`src/hdl/ssr_pkg.sv`:
```
// Shared types and codes for the stack search-and-remove block.
// Used by ssr_ram, ssr_ctrl and stack_search_and_remove; no dependencies.
`default_nettype none

package ssr_pkg;

  localparam int ID_W         = 16;
  localparam int EV_W         = 3;
  localparam int CAPACITY_DEF = 8;

  // Request command
  localparam logic CMD_ARRIVE = 1'b0;
  localparam logic CMD_DEPART = 1'b1;

  // Result event codes
  localparam logic [EV_W-1:0] EV_INSERTED = 3'd0;
  localparam logic [EV_W-1:0] EV_FULL     = 3'd1;
  localparam logic [EV_W-1:0] EV_STARTED  = 3'd2;
  localparam logic [EV_W-1:0] EV_MOVED    = 3'd3;
  localparam logic [EV_W-1:0] EV_DEPARTED = 3'd4;
  localparam logic [EV_W-1:0] EV_NOTFOUND = 3'd5;
  localparam logic [EV_W-1:0] EV_PUTBACK  = 3'd6;

  typedef struct packed {
    logic            cmd;
    logic [ID_W-1:0] plate;
  } ssr_in_t;

  typedef struct packed {
    logic [EV_W-1:0] event_res;
    logic [ID_W-1:0] ident;
    logic            is_last;
  } ssr_out_t;

  typedef enum logic [1:0] {
    ST_IDLE,
    ST_SCAN,
    ST_PB_MISS,
    ST_PB_HIT
  } ssr_state_t;

endpackage

`default_nettype wire

```
`src/hdl/ssr_ram.sv`:
```
// Slot storage: one write port, one read port, registered read data.
// Depends on ssr_pkg for the identifier width.
`default_nettype none

module ssr_ram #(
  parameter int DEPTH = ssr_pkg::CAPACITY_DEF,
  localparam int AW   = (DEPTH > 1) ? $clog2(DEPTH) : 1
) (
  input  wire logic                     clk,
  input  wire logic                     rd_en,
  input  wire logic [AW-1:0]            rd_addr,
  output      logic [ssr_pkg::ID_W-1:0] rd_data,
  input  wire logic                     wr_en,
  input  wire logic [AW-1:0]            wr_addr,
  input  wire logic [ssr_pkg::ID_W-1:0] wr_data
);
  import ssr_pkg::*;

  logic [ID_W-1:0] mem [DEPTH];

  always_ff @(posedge clk) begin
    if (wr_en) begin
      mem[wr_addr] <= wr_data;
    end
  end

  always_ff @(posedge clk) begin
    if (rd_en) begin
      rd_data <= mem[rd_addr];
    end
  end

endmodule

`default_nettype wire

```
`src/hdl/ssr_ctrl.sv`:
```
// Sequencer: fill count, walk index, slot RAM access and result register.
// Depends on ssr_pkg; drives the ssr_ram ports.
`default_nettype none

module ssr_ctrl #(
  parameter int CAPACITY = ssr_pkg::CAPACITY_DEF,
  localparam int AW      = (CAPACITY > 1) ? $clog2(CAPACITY) : 1,
  localparam int CW      = $clog2(CAPACITY + 1)
) (
  input  wire logic                     clk,
  input  wire logic                     rst_n,
  input  wire logic                     start,
  output      logic                     busy,
  input  wire ssr_pkg::ssr_in_t         in_req,
  output      logic                     out_strobe,
  output      ssr_pkg::ssr_out_t        out_res,
  output      logic                     mem_rd_en,
  output      logic [AW-1:0]            mem_rd_addr,
  input  wire logic [ssr_pkg::ID_W-1:0] mem_rd_data,
  output      logic                     mem_wr_en,
  output      logic [AW-1:0]            mem_wr_addr,
  output      logic [ssr_pkg::ID_W-1:0] mem_wr_data
);
  import ssr_pkg::*;

  localparam logic [CW-1:0] CAP_C = CW'(CAPACITY);
  localparam logic [CW-1:0] ONE_C = CW'(1);
  localparam logic [CW-1:0] TWO_C = CW'(2);

  ssr_state_t      state_r, state_nxt;
  logic [CW-1:0]   fc_r, fc_nxt;
  logic [CW-1:0]   idx_r, idx_nxt;
  logic [ID_W-1:0] plate_r, plate_nxt;
  logic            out_vld_r, out_vld_nxt;
  ssr_out_t        out_r, out_nxt;

  logic            accept;
  logic            match;
  logic [CW-1:0]   fc_dec, idx_dec, idx_dec2, idx_inc;

  assign busy       = (state_r != ST_IDLE);
  assign accept     = start && !busy;
  assign match      = (mem_rd_data == plate_r);
  assign fc_dec     = fc_r - ONE_C;
  assign idx_dec    = idx_r - ONE_C;
  assign idx_dec2   = idx_r - TWO_C;
  assign idx_inc    = idx_r + ONE_C;
  assign out_strobe = out_vld_r;
  assign out_res    = out_r;

  // Next state
  always_comb begin
    state_nxt = state_r;
    case (state_r)
      ST_IDLE: begin
        if (accept && in_req.cmd == CMD_DEPART) begin
          state_nxt = ST_SCAN;
        end
      end
      ST_SCAN: begin
        if (idx_r == '0) begin
          state_nxt = (fc_r == '0) ? ST_IDLE : ST_PB_MISS;
        end else if (match) begin
          state_nxt = (idx_r == fc_r) ? ST_IDLE : ST_PB_HIT;
        end
      end
      ST_PB_MISS: begin
        if (idx_inc == fc_r) begin
          state_nxt = ST_IDLE;
        end
      end
      ST_PB_HIT: begin
        if (idx_r == fc_r) begin
          state_nxt = ST_IDLE;
        end
      end
      default: state_nxt = ST_IDLE;
    endcase
  end

  // Datapath, RAM access and results
  always_comb begin
    fc_nxt      = fc_r;
    idx_nxt     = idx_r;
    plate_nxt   = plate_r;
    out_vld_nxt = 1'b0;
    out_nxt     = out_r;
    mem_rd_en   = 1'b0;
    mem_rd_addr = '0;
    mem_wr_en   = 1'b0;
    mem_wr_addr = fc_r[AW-1:0];
    mem_wr_data = in_req.plate;
    case (state_r)
      ST_IDLE: begin
        if (accept) begin
          plate_nxt     = in_req.plate;
          out_vld_nxt   = 1'b1;
          out_nxt.ident = in_req.plate;
          if (in_req.cmd == CMD_ARRIVE) begin
            out_nxt.is_last = 1'b1;
            if (fc_r >= CAP_C) begin
              out_nxt.event_res = EV_FULL;
            end else begin
              out_nxt.event_res = EV_INSERTED;
              mem_wr_en         = 1'b1;
              fc_nxt            = fc_r + ONE_C;
            end
          end else begin
            // walk starts at the top entry
            out_nxt.event_res = EV_STARTED;
            out_nxt.is_last   = 1'b0;
            idx_nxt           = fc_r;
            mem_rd_en         = (fc_r != '0);
            mem_rd_addr       = fc_dec[AW-1:0];
          end
        end
      end
      ST_SCAN: begin
        out_vld_nxt = 1'b1;
        if (idx_r == '0) begin
          out_nxt.event_res = EV_NOTFOUND;
          out_nxt.ident     = plate_r;
          out_nxt.is_last   = (fc_r == '0);
          mem_rd_en         = (fc_r != '0);
          mem_rd_addr       = '0;
        end else if (match) begin
          // entries above the match drop one slot during put back
          out_nxt.event_res = EV_DEPARTED;
          out_nxt.ident     = plate_r;
          out_nxt.is_last   = (idx_r == fc_r);
          fc_nxt            = fc_dec;
          mem_rd_en         = (idx_r != fc_r);
          mem_rd_addr       = idx_r[AW-1:0];
        end else begin
          out_nxt.event_res = EV_MOVED;
          out_nxt.ident     = mem_rd_data;
          out_nxt.is_last   = 1'b0;
          idx_nxt           = idx_dec;
          mem_rd_en         = (idx_r > ONE_C);
          mem_rd_addr       = idx_dec2[AW-1:0];
        end
      end
      ST_PB_MISS: begin
        out_vld_nxt       = 1'b1;
        out_nxt.event_res = EV_PUTBACK;
        out_nxt.ident     = mem_rd_data;
        out_nxt.is_last   = (idx_inc == fc_r);
        idx_nxt           = idx_inc;
        mem_rd_en         = (idx_inc != fc_r);
        mem_rd_addr       = idx_inc[AW-1:0];
      end
      ST_PB_HIT: begin
        out_vld_nxt       = 1'b1;
        out_nxt.event_res = EV_PUTBACK;
        out_nxt.ident     = mem_rd_data;
        out_nxt.is_last   = (idx_r == fc_r);
        mem_wr_en         = 1'b1;
        mem_wr_addr       = idx_dec[AW-1:0];
        mem_wr_data       = mem_rd_data;
        idx_nxt           = idx_inc;
        mem_rd_en         = (idx_r != fc_r);
        mem_rd_addr       = idx_inc[AW-1:0];
      end
      default: begin
        out_vld_nxt = 1'b0;
      end
    endcase
  end

  always_ff @(posedge clk) begin
    if (!rst_n) begin
      state_r   <= ST_IDLE;
      fc_r      <= '0;
      idx_r     <= '0;
      out_vld_r <= 1'b0;
    end else begin
      state_r   <= state_nxt;
      fc_r      <= fc_nxt;
      idx_r     <= idx_nxt;
      out_vld_r <= out_vld_nxt;
    end
  end

  always_ff @(posedge clk) begin
    plate_r <= plate_nxt;
    out_r   <= out_nxt;
  end

  // Fill count stays within capacity
  a_fill_bound: assert property (@(posedge clk) disable iff (!rst_n)
    fc_r <= CAP_C)
    else $error("fill count above capacity");

  // A final result always leaves the sequencer idle
  a_last_idle: assert property (@(posedge clk) disable iff (!rst_n)
    out_vld_r && out_r.is_last |-> state_r == ST_IDLE)
    else $error("final result while sequencer busy");

  // Returning to idle from a walk produces a final result
  a_idle_last: assert property (@(posedge clk) disable iff (!rst_n)
    state_r != ST_IDLE && state_nxt == ST_IDLE |=> out_vld_r && out_r.is_last)
    else $error("walk ended without final result");

  // Compaction never writes the slot being read in the same cycle
  a_rw_apart: assert property (@(posedge clk) disable iff (!rst_n)
    mem_wr_en && mem_rd_en |-> mem_wr_addr != mem_rd_addr)
    else $error("RAM read and write collide");

endmodule

`default_nettype wire

```
`src/hdl/stack_search_and_remove.sv`:
```
// Top level: bounded identifier stack with search and remove.
// Depends on ssr_pkg, ssr_ram and ssr_ctrl.
//
//  channel  | ports                        | flow
//  ---------+------------------------------+-----------------------------------
//  request  | start, busy, in_req          | taken when start=1 and busy=0
//  result   | out_strobe, out_res          | one strobe per result, no stall
//
// Results: an arrive request gives one result the next cycle and leaves busy low.
// A depart request on a stack of n entries gives one result per cycle, up to
// 2n+2, busy high until the final one issues. The single slot RAM read port,
// one entry per cycle, sets that figure.
// Reset: synchronous, active low; empties the stack, slot contents stay as is.
// The result side cannot stall: every strobe is a delivered result.
`default_nettype none

module stack_search_and_remove #(
  parameter int CAPACITY = ssr_pkg::CAPACITY_DEF
) (
  input  wire logic              clk,
  input  wire logic              rst_n,
  input  wire logic              start,
  output      logic              busy,
  input  wire ssr_pkg::ssr_in_t  in_req,
  output      logic              out_strobe,
  output      ssr_pkg::ssr_out_t out_res
);
  import ssr_pkg::*;

  localparam int AW = (CAPACITY > 1) ? $clog2(CAPACITY) : 1;

  // Slot RAM port signals
  logic            mem_rd_en;
  logic [AW-1:0]   mem_rd_addr;
  logic [ID_W-1:0] mem_rd_data;
  logic            mem_wr_en;
  logic [AW-1:0]   mem_wr_addr;
  logic [ID_W-1:0] mem_wr_data;

  // Sequencer: pushes on arrive; on depart walks down from the top,
  // then walks back up issuing put-back results and closing the gap.
  ssr_ctrl #(
    .CAPACITY (CAPACITY)
  ) u_ctrl (
    .clk         (clk),
    .rst_n       (rst_n),
    .start       (start),
    .busy        (busy),
    .in_req      (in_req),
    .out_strobe  (out_strobe),
    .out_res     (out_res),
    .mem_rd_en   (mem_rd_en),
    .mem_rd_addr (mem_rd_addr),
    .mem_rd_data (mem_rd_data),
    .mem_wr_en   (mem_wr_en),
    .mem_wr_addr (mem_wr_addr),
    .mem_wr_data (mem_wr_data)
  );

  // Slot storage, slot 0 at the bottom of the stack
  ssr_ram #(
    .DEPTH (CAPACITY)
  ) u_ram (
    .clk     (clk),
    .rd_en   (mem_rd_en),
    .rd_addr (mem_rd_addr),
    .rd_data (mem_rd_data),
    .wr_en   (mem_wr_en),
    .wr_addr (mem_wr_addr),
    .wr_data (mem_wr_data)
  );

endmodule

`default_nettype wire
```
`config.mk`:
```
export PLATFORM = sky130hd
export DESIGN_NAME = stack_search_and_remove
export DESIGN_NICKNAME = d
export VERILOG_FILES = /design/src/hdl/ssr_pkg.sv /design/src/hdl/ssr_ram.sv /design/src/hdl/ssr_ctrl.sv /design/src/hdl/stack_search_and_remove.sv
export SDC_FILE = /design/constraint.sdc
export NUM_CORES = 1
export LEC_CHECK = 0
export BUFFER_PORTS_ARGS = -buffer_cell sky130_fd_sc_hd__buf_2
export CORE_ASPECT_RATIO = 1.5
export CORE_MARGIN = 3
export CORE_UTILIZATION = 45
export CTS_BUF_LIST = sky130_fd_sc_hd__clkbuf_8
export CTS_CLUSTER_DIAMETER = 80
export DETAILED_ROUTE_END_ITERATION = 10
export PLACE_DENSITY = 0.62
export SETUP_SLACK_MARGIN = 0.3
export SLEW_MARGIN = 20
export SYNTH_ARGS = -nofsm -noshare
export SYNTH_HDL_FRONTEND = slang
export SYNTH_SLANG_ARGS = --single-unit
```
`constraint.sdc`:
```
create_clock -name clk -period 4.1 [get_ports clk]
set_input_delay 0.82 -clock clk [delete_from_list [all_inputs] [get_ports clk]]
set_output_delay 0.82 -clock clk [all_outputs]
set_load 0.01 [all_outputs]
```
## After elaboration in Yosys (flattened, before gate mapping)

Memory sizes are Yosys's and may differ from the RTL's. A register that Yosys moved wholly into a read port is not among the register bits.
Cells that the tools add are included.

| storage, ports and cells | value |
|---|---|
| flip-flop bits (word level) | 47 |
| memory bits (writable) | 128 |
| input port bits | 20 |
| output and inout bits | 22 |
| word-level logic and storage cells | 96 |
| memories kept | 1 |

| operators by class | value |
|---|---|
| add/subtract/negate cells | 5 |
| magnitude comparators | 2 |
| eq/ne operators | 19 |
| mux-type cells | 46 |
| reductions and logical operators | 15 |

Memory list:

| memory | depth | width | read ports | clocked after Yosys merged registers in | wr ports | line | source |
|---|---|---|---|---|---|---|---|
| u_ram.mem | 8 | 16 | 1 | 1 | 1 | ssr_ram.sv:19 | `logic [ID_W-1:0] mem [DEPTH];` |

Operators by type and width:

| kind | number |
|---|---|
| 20-bit one-hot mux with 4 select lines | 1 |
| 20-bit 2-to-1 mux | 3 |
| 4-bit 2-to-1 mux | 9 |
| 16-bit == test | 1 |
| 16-bit 2-to-1 mux | 1 |
| 2-bit 2-to-1 mux | 8 |
| 3-bit 2-to-1 mux | 5 |
| 1-bit 2-to-1 mux | 12 |
| 4-bit one-hot mux with 3 select lines | 1 |
| 2-bit by 1-bit inequality test with 1-bit output, second input constant | 5 |
| 2-bit inequality test, second input constant | 5 |
| 3-bit one-hot mux with 3 select lines | 1 |
| 4-bit by 1-bit adder with 4-bit output, second input constant | 2 |
| 4-bit == test | 2 |
| 4-bit logical NOT | 2 |
| 4-bit inequality test | 2 |
| 2-bit one-hot mux with 4 select lines | 1 |
| 4-bit one-hot mux with 2 select lines | 1 |
| 4-bit AND reduction | 2 |
| 4-bit by 1-bit subtractor with 4-bit output, second input constant | 2 |
| 6-bit AND reduction | 1 |
| 2-bit == test, second input constant | 2 |
| 4-bit >= comparator, second input constant | 1 |
| 4-bit by 1-bit greater-than comparator with 1-bit output, second input constant | 1 |
| 13 further kinds | 16 |

## Depth between registers and ports, before layout

Gate-level depths: netlist of the first run.

| depth | value |
|---|---|
| word-level depth | 7 |
| mapped depth | 12 |
| gate-level depth less buffers | 8 |

## Modules after synthesis

Synthesis of the first run repeated with hierarchy kept, for this count alone.

| unflattened totals | value |
|---|---|
| cell total of the unflattened synthesis | 501 |
| area total of the unflattened synthesis | 8,498.2 um2 |

By module, submodules not included:

| module | times used | cells an instance | area an instance (um2) | sequential area each (um2) |
|---|---|---|---|---|
| ssr_ram | 1 | 214 | 5,454.0 | 4,324.1 |
| ssr_ctrl | 1 | 287 | 3,044.2 | 1,301.2 |

## Least setup slack after synthesis of the first run

OpenSTA, ideal clock, no wires.

| path | value |
|---|---|
| path kind | flip-flop to flip-flop |
| from | reg u_ctrl.idx_r[0] |
| to | reg u_ram.rd_data[0] in the netlist's numbering (read register of u_ram.mem) (enable) |
| setup time | 394 ps |
| arrival | 2,514 ps |
| data required time | 3,706 ps |
| setup slack | 1,191 ps |
| stages on the path, launching flop included | 10 |
| buffers on the path | 2 |
| period minus slack after synthesis | 2,909 ps |
| path through | dfxtp_1 > clkbuf_1 > inv_1 > ha_1 > or3b_1 > buf_6 > mux2i_1 > o21bai_1 > a31oi_1 > a21oi_1 |

| between the ends | value |
|---|---|
| cells in the longest elaborated chain, start to end | 4 |
| elaborated cells on any way between the ends | 12 |
| those cells by class | 2 x add/sub; 1 x order compare; 2 x eq/ne; 6 x mux; 1 x reduce/logical |

Ends and longest elaborated chain:

| element | line | source |
|---|---|---|
| start, declared | ssr_ctrl.sv:32 | `logic [CW-1:0] idx_r, idx_nxt;` |
| start signal, assigned | ssr_ctrl.sv:179 | `idx_r <= idx_nxt;` |
| 4-bit by 1-bit greater-than comparator with 1-bit output or 4-bit inequality test (tied branches) | ssr_ctrl.sv:139, ssr_ctrl.sv:132, ssr_ctrl.sv:161 |  |
| 1-bit 2-to-1 mux | ssr_ctrl.sv:126 | `end else if (match) begin` |
| 1-bit 2-to-1 mux | ssr_ctrl.sv:120 | `if (idx_r == '0) begin` |
| 1-bit one-hot mux with 4 select lines * | ssr_ctrl.sv:93 | `case (state_r)` |
| named net mem_rd_en | stack_search_and_remove.sv:33 | `logic mem_rd_en;` |
| end, declared | ssr_ram.sv:12 | `output logic [ssr_pkg::ID_W-1:0] rd_data,` |

The timed path passes the listed nets; every way through them passes the cells marked *.
A chain may end at the register's enable or synchronous reset.

## Worst setup path after layout of the first run

| path | value |
|---|---|
| from | reg u_ctrl.state_r[0] |
| to | reg u_ram.rd_data[13] in the netlist's numbering (read register of u_ram.mem), data pin |

| between the ends | value |
|---|---|
| cells in the longest elaborated chain, start to end | 5 |
| elaborated cells on any way between the ends | 12 |
| those cells by class | 3 x eq/ne; 4 x mux; 5 x reduce/logical |

Ends and longest elaborated chain:

| element | line | source |
|---|---|---|
| start, declared | ssr_ctrl.sv:30 | `ssr_state_t state_r, state_nxt;` |
| start signal, assigned | ssr_ctrl.sv:177 | `state_r <= state_nxt;` |
| 2-bit nonzero test | ssr_ctrl.sv:41 | `assign busy = (state_r != ST_IDLE);` |
| 1-bit logical NOT | ssr_ctrl.sv:42 | `assign accept = start && !busy;` |
| 1-bit logical AND | ssr_ctrl.sv:42 |  |
| 1-bit 2-to-1 mux or 3-bit 2-to-1 mux (tied branches) | ssr_ctrl.sv:95 | `if (accept) begin` |
| 1-bit one-hot mux with 4 select lines or 3-bit one-hot mux with 3 select lines (tied branches) | ssr_ctrl.sv:93 |  |

Parallel ways exist; a longest one is shown, timed or not.

==> summary.txt, run 1 <==
Cells and area
  • Nets: ~700
  • Final instance area: about 9700 sq um
  • Finished Core Util: about 52%
  • # diodes: 0
  • Syn-to-layout area delta: 10.6%
  • Share of cells above drive strength 1: between 20% and 30%
  • Most frequent cells in the layout: edfxtp_1, mux2_2, a21oi_1
  • Commonest non-fill, non-tap cell in the layout: edfxtp_1

Global route
  • Initial antenna violation count: 0
  • Largest net degree at the start of global routing: 65
  • Vias in the first global route: approximately 5600
  • Gr ovfl total: 0
  • Total Routing Usage GR: between 10% and 20%
  • First-pass GRT wire length: around 32 mm

Detailed routing
  • Vias after detailed routing: around 5400
  • Starting DRT DRC Count: approximately 580
  • Wire per inst: approximately 22 um
  • Drt first pass iters: 5
  • Routed vias/inst: 5.84
  • Post-DRT Antenna Nets: 0
  • DRC Markers: 0
  • Final WL: slightly above 20 mm

Timing
  • # setup viols final: 0
  • Fin crit share: approximately 82%
  • Setup TNS: 0 ns
  • Relative slew slack: around two fifths
  • Final Critical Period: 3.37 ns
  • Final worst clock skew: approximately 0.015 ns
  • F_max: approximately 300 MHz
  • RSZ-0062 raised after global routing: false
  • Final hold vios: 0
  • Max Slew Vio Count: 0
  • Worst Max-Slew Pin Slew: 0.899 ns

Power and ir drop
  • Total power: approximately 6.0 mW
  • Clock share of power: between 20% and 30%
  • PD cells: 615 nW/um^2
  • P_leak: around 3.2 nW
  • Comb pwr share: about a third
  • Switching power of the nets: 2.19 mW
  • Pint: 3.77 mW
  • Flop pwr share: roughly 45%
  • Sw Share: a little under two fifths
  • Max IR drop VDD: approximately 0.24 mV

Worst setup path
  • Crit path cell chain: inv_1 -> ha_1 -> nor2_1 -> o221ai_1 -> nand2_2 -> buf_4 -> mux2_2 -> o32ai_1 -> o32ai_1
  • Largest fanout on the critical path: 64
  • Reg2Reg Setup Slack: 0.73 ns
  • CP bufs+invs: 2
  • Worst path slowest cell: buf_4
  • R2R Path End: u_ram.rd_data[13]
  • Reg2reg path depth: 9
  • Worst path max stage delay: about 0.65 ns
  • Critical Path End Type: flip-flop
  • R2r startpoint: u_ctrl.state_r[0]
  • Critical path's top delay family: buffers and inverters
  • Critical path class: flip-flop to flip-flop
  • Worst EP arrival: around 3.6 ns
  • Cell mode on critical path: o32ai_1
  • CP required: 4.30 ns
  • Startpoint types: flip-flop

Place
  • Dpl cell area: about 9200 sq um
  • Post-DP HPWL: 13.4 mm
  • Placer Congestion: roughly 0.9
  • IO buf count: roughly 40

Clock network
  • Clk root buf: clkbuf_8
  • Reg clk slew, reported paths: around 0.11 ns
  • Hold Buf Count CTS: 0
  • CTS H-Tree Depth: 4
  • Number of gates resized after CTS: 0
  • CTS tree: done
  • Clock Sinks: approximately 190
  • Worst skew pair latency: ~0.48 ns
  • Max clock buf depth: 2
  • Total CTS buffers: 17
  • Post-CTS Setup Bufs: 0

Logic synthesis
  • Cells after synthesis: between 600 and 700
  • Ys async rst share: 0%
  • Syn Nets: between 600 and 700
  • Top cells by area, synth: edfxtp_1, mux2_2, o32ai_1
  • Yosys top cell area share: 61.8%
  • Register area share after synthesis: between 60% and 70%
  • Synth warn: 0
  • Synthesized area: 8750 sq um
  • #FFs+latches synth: between 150 and 200
  • Syn_area_per_cell: about 14 sq um
  • Main synth FF type: edfxtp_1
  • Synth unique cells: 51
  • Cell taking the most area after synthesis: edfxtp_1
  • Number of flops mapped to enable cells by yosys: 180

Floorplan
  • Core area: approximately 19000 sq um
  • Starting density of the core: between 40% and 50%
  • DIE WIDTH: approximately 120 um
  • Die area: 21200 sq um
  • Die Ht: approximately 180 um
  • Row count: 61
  • Io pins: between 40 and 50

Hold path
  • Min-delay src: u_ctrl.state_r[1]
  • Worst Hold End: u_ctrl.state_r[1]
  • Tightest Hold Check Type: flip-flop to flip-flop
  • Hold path cells: 2

Run
  • Max-cap violations: 0

Run status
  • Status: complete, no violations
## through the flow
stage	hold slack, ns	cells	setup WS, ns
floorplan	0.468	630	1.19
global placement	0.485	900	0.970
detailed placement	0.498	900	0.795
CTS	0.512	932	0.774
global route	0.512	932	0.587
finish	0.513	932	0.732
## cells in the mapped netlist, drive strengths merged, types with 4 or more instances
cell and number:
o31ai 4, edfxtp 180, xor2 7, a22oi 16
mux2i 4, clkbuf 28, a21oi 48, dfxtp 11
nor2 24, ha 12, o32ai 32, inv 13
xnor2 20, buf 15, nand2 36, nand3 4
mux2 83, nor3 22, o21ai 29, nand4 4
## sequential cells by signal, summed over array words and instances (netlist names)
register	flops
u_ctrl.out_strobe	1
u_ram.rd_data	16
u_ctrl.state_r	2
u_ram.mem	128
u_ctrl.fc_r	4
u_ctrl.plate_r	16
u_ctrl.idx_r	4
u_ctrl.out_res	20
## layer usage
layer	up-vias	routed length, um	track usage [%]
li1	2518	-	-
met1	2703	8480	25.2
met2	196	10600	33.9
met3	29	985	3.68
met4	0	391	6.40
met5	-	0	0
## cell type report
type / count / area (sq um)
clock buffer: 17 / 234
clock inverter: 15 / 208
fill: 1628 / 9100
inverter: 13 / 48.8
multi-input combinational: 383 / 2890
sequential: 191 / 5630
tap: 252 / 315
timing repair buffer: 61 / 355
## logic make-up (layout without fill, tap and decap cells)
family                   count (synthesis)  in the layout  share of synthesized area, %
flip-flops                             191            191                          64.3
AO/OA/AOI/OAI                          149            149                          11.1
AND/OR/NAND/NOR                        107            107                          5.81
multiplexers                            87             87                          11.2
buffers and inverters                   56            106                          2.89
XOR/XNOR                                28             28                          2.96
adder cells (fa/ha/maj)                 12             12                          1.72
## power by group through the flow
stage / logic (mW) / registers [mW] / clock network [mW]
floorplan: 1.45 / 2.64 / 0
global placement: 1.93 / 2.68 / 0
detailed placement: 1.96 / 2.69 / 0
CTS: 1.97 / 2.65 / 1.35
finish: 1.98 / 2.65 / 1.33
global route: 2.14 / 2.68 / 1.42
## worst max path at each step
stage	to	start	slack, ns	depth (start not counted)
2_1_floorplan	u_ram.rd_data[0]	u_ctrl.idx_r[0]	1.19	9
3_3_place_gp	u_ram.rd_data[15]	in_req[16]	0.97	8
3_5_place_dp	u_ram.rd_data[13]	u_ctrl.idx_r[1]	0.79	9
4_1_cts	u_ram.rd_data[13]	u_ctrl.idx_r[1]	0.77	9
5_1_grt	u_ram.rd_data[15]	u_ctrl.idx_r[1]	0.59	9
6_report	u_ram.rd_data[13]	u_ctrl.state_r[0]	0.73	9
## worst reg2reg max path, stage by stage (launching register included)
cell and delay (ns):
dfxtp_1 0.40, inv_1 0.09, ha_1 0.24, nor2_1 0.48, o221ai_1 0.20, nand2_2 0.09, buf_4 0.65, mux2_2 0.49
o32ai_1 0.31, o32ai_1 0.15
Power figures use the tool's default switching activity.
==> inputs of run 2 (changes only) <==
--- a/config.mk
+++ b/config.mk
@@ -5,6 +5,7 @@
 export SDC_FILE = /design/constraint.sdc
 export NUM_CORES = 1
 export LEC_CHECK = 0
+export ABC_AREA = 1
 export BUFFER_PORTS_ARGS = -buffer_cell sky130_fd_sc_hd__buf_2
 export CORE_ASPECT_RATIO = 1.5
 export CORE_MARGIN = 3
@@ -12,7 +13,7 @@
 export CTS_BUF_LIST = sky130_fd_sc_hd__clkbuf_8
 export CTS_CLUSTER_DIAMETER = 80
 export DETAILED_ROUTE_END_ITERATION = 10
-export PLACE_DENSITY = 0.62
+export PLACE_DENSITY = 0.65
 export SETUP_SLACK_MARGIN = 0.3
 export SLEW_MARGIN = 20
 export SYNTH_ARGS = -nofsm -noshare
==> constraint.sdc (replaced) <==
create_clock -name clk -period 2.7 [get_ports clk]
set_input_delay 0.54 -clock clk [delete_from_list [all_inputs] [get_ports clk]]
set_output_delay 0.54 -clock clk [all_outputs]
set_load 0.01 [all_outputs]
==> summary.txt, run 2 <==
Run status
  • Status: complete, no violations

Worst setup path
  • Critical path's top delay family: simple AND/OR/NAND/NOR gates
  • Largest fanout on the critical path: 7 (-89%)
  • Startpoint types: flip-flop
  • CP required: 2.95 ns (-1.35 ns)
  • Worst path slowest cell: dfxtp_4
  • Worst EP arrival: 2.61 ns (-0.95 ns)
  • Crit path cell chain: inv_4 -> ha_4 -> nand2_4 -> nor2_4 -> inv_2 -> o21ai_4 -> buf_12 -> nand3_4 -> clkbuf_16 -> nand2_1 -> o21ai_0 -> inv_1 -> nand3_1 -> nand3_1 -> nand2_1
  • Critical path class: flip-flop to flip-flop
  • Worst path max stage delay: 0.38 ns (-0.27 ns)
  • CP bufs+invs: 5 (+3)
  • Critical Path End Type: flip-flop

Logic synthesis
  • Syn Nets: 989 (+49%)
  • Synth warn: 0 (unchanged)
  • Register area share after synthesis: 62.0% (-2.3 points)
  • Most common cell in the netlist: nand2_1
  • Number of flops mapped to enable cells by yosys: 180 (unchanged)
  • #FFs+latches synth: 191 (unchanged)
  • Main synth FF type: edfxtp_1
  • Cell taking the most area after synthesis: edfxtp_1
  • Cells after synthesis: 957 (+52%)
  • Commonest cells post-synth: nand2_1, edfxtp_1, inv_1
  • Ys async rst share: 0% (unchanged)
  • Yosys top cell area share: 59.6% (-2.2 points)
  • Synthesized area: 9070 sq um (+3.7%)
  • Synth unique cells: 29 (-43%)
  • Syn_area_per_cell: 9.48 sq um (-32%)
  • Top cells by area, synth: edfxtp_1, nand2_1, inv_1

Place
  • Placer Congestion: 0.912 (-1.2%)
  • Post-place setup slack: 0.206 ns (-0.589 ns)
  • Post-DP HPWL: 14.7 mm (+10%)
  • IO buf count: 41 (unchanged)

Clock network
  • Max clock buf depth: 2 (unchanged)
  • Reg clk slew, reported paths: 0.10 ns (about the same)
  • CTS H-Tree Depth: 4 (unchanged)
  • Clk root buf: clkbuf_8
  • CTS tree: done
  • Worst skew pair latency: 0.49 ns (about the same)
  • Total CTS buffers: 17 (unchanged)
  • Hold Buf Count CTS: 0 (unchanged)
  • Clock Sinks: 191 (unchanged)

Cells and area
  • Commonest non-fill, non-tap cell in the layout: nand2_1
  • Most frequent cells in the layout: nand2_1, edfxtp_1, inv_1
  • # diodes: 0 (unchanged)
  • Nets: 1067 (+53%)
  • Fill cell count: 1731 (+6.3%)
  • Syn-to-layout area delta: 16.3%
  • Share of cells above drive strength 1: 15.6% (-12 points)
  • Max reg flops: 128 (unchanged)
  • Biggest register: u_ram.mem

Timing
  • Fin crit share: 87.4% (+5.2 points)
  • F_max: 424 MHz (+43%)
  • Final Critical Period: 2.36 ns (-1.01 ns)
  • Final hold vios: 0 (unchanged)
  • Worst Max-Slew Pin Slew: 1.04 ns (+0.141 ns)
  • Setup TNS: 0 ns (unchanged)
  • Max Slew Vio Count: 0 (unchanged)
  • Final worst clock skew: 0.0116 ns (-0.00292 ns)
  • # setup viols final: 0 (unchanged)
  • Final WS setup: 0.341 ns (-0.391 ns)
  • Relative slew slack: 29.9% (-10 points)
  • RSZ-0062 raised after global routing: true

Global route
  • Initial antenna violation count: 0 (unchanged)
  • First-pass GRT wire length: 33.5 mm (+4.9%)
  • Total Routing Usage GR: 20.1% (+0.36 points)
  • Vias in the first global route: 6172 (+11%)
  • Largest net degree at the start of global routing: 57 (-12%)
  • Gr ovfl total: 0 (unchanged)

Detailed routing
  • Routed vias/inst: 5.10 (-13%)
  • Wire per inst: 17.1 um (-22%)
  • Starting DRT DRC Count: 668 (+15%)
  • DRC Markers: 0 (unchanged)
  • Post-DRT Antenna Nets: 0 (unchanged)
  • Vias after detailed routing: 6666 (+22%)
  • Drt first pass iters: 8 (+3)
  • Final WL: 22.3 mm (+9.4%)

Run
  • Max-cap violations: 0 (unchanged)

Floorplan
  • Io pins: 42 (unchanged)
  • DIE WIDTH: 122 um (+1.7%)
  • Die area: 21900 sq um (+3.6%)
  • Starting density of the core: 45.8% (-0.73 points)
  • Die Ht: 180 um (+1.8%)
  • Row count: 63 (+3.3%)
  • Core area: 19800 sq um (+5.4%)

Hold path
  • Tightest Hold Check Type: input port to flip-flop

Power and ir drop
  • Max IR drop VDD: 0.430 mV (+79%)
  • P_leak: 4.49 nW (+39%)
  • PD cells: 1090 nW/um^2 (+77%)
-- run 2: cells by family after synthesis --
family | share of synthesized area, %
xor gates and xnor gates | 1.16
and+or+nand+nor | 19.1
buffers and inverters | 8.59
AOI/OAI and AO/OA | 7.52
DFF | 62.0
adders and majority gates | 1.66
-- run 2: what timing repair did --
action | in CTS | in global routing
pin swaps | 1 | 6
hold endpoints to repair | 0 | 0
resized for setup | 8 | 39
endpoints found under the setup margin | 36 | 131
setup buffers | 2 | 6
gates cloned | 1 | 9
-- run 2: worst paths after layout --
kind                          start                 to  slack (ns)  cells past startpoint
hold reg to reg   u_ctrl.state_r[0]  u_ctrl.state_r[0]        0.54                      2
setup reg to reg  u_ctrl.state_r[1]   u_ram.rd_data[4]        0.34                     15
setup / recovery  u_ctrl.state_r[1]   u_ram.rd_data[4]        0.34                     15
hold / removal            in_req[4]  u_ctrl.plate_r[4]        0.25                      1
-- run 2: cell type report --
class	count	area [sq um]	share of cell area (%)
clock buffer	17	234	2.22
clock inverter	15	128	1.21
inverter	153	579	5.49
multi-input combinational	576	2810	26.7
sequential	191	5640	53.4
tap	260	325	3.08
timing repair buffer	96	835	7.91
-- run 2: per-layer routing --
layer	share of wire, %	global-route usage (%)	vias up
met1	40	24.8	3080
met3	4.8	3.40	48
li1	-	-	3316
met5	0	0	-
met2	52	34.5	222
met4	3.5	8.25	0
-- run 2: where the power goes --
part,internal (mW),switching [mW],total (mW)
sequential,4.06,0.322,4.38
clock,0.665,1.10,1.76
combinational,2.00,3.35,5.36
total,6.72,4.77,11.5
-- run 2: metrics by stage --
step	instances	hold WS (ns)	instance area, sq um	power, mW	utilization [%]
global placement	1258	0.517	9760	8.86	49.3
floorplan	957	0.477	9070	7.49	-
global route	1308	0.229	10500	12.3	53.3
CTS	1293	0.224	10200	10.8	51.4
finish	1308	0.252	10500	11.5	53.3
detailed placement	1258	0.522	9760	8.93	49.3
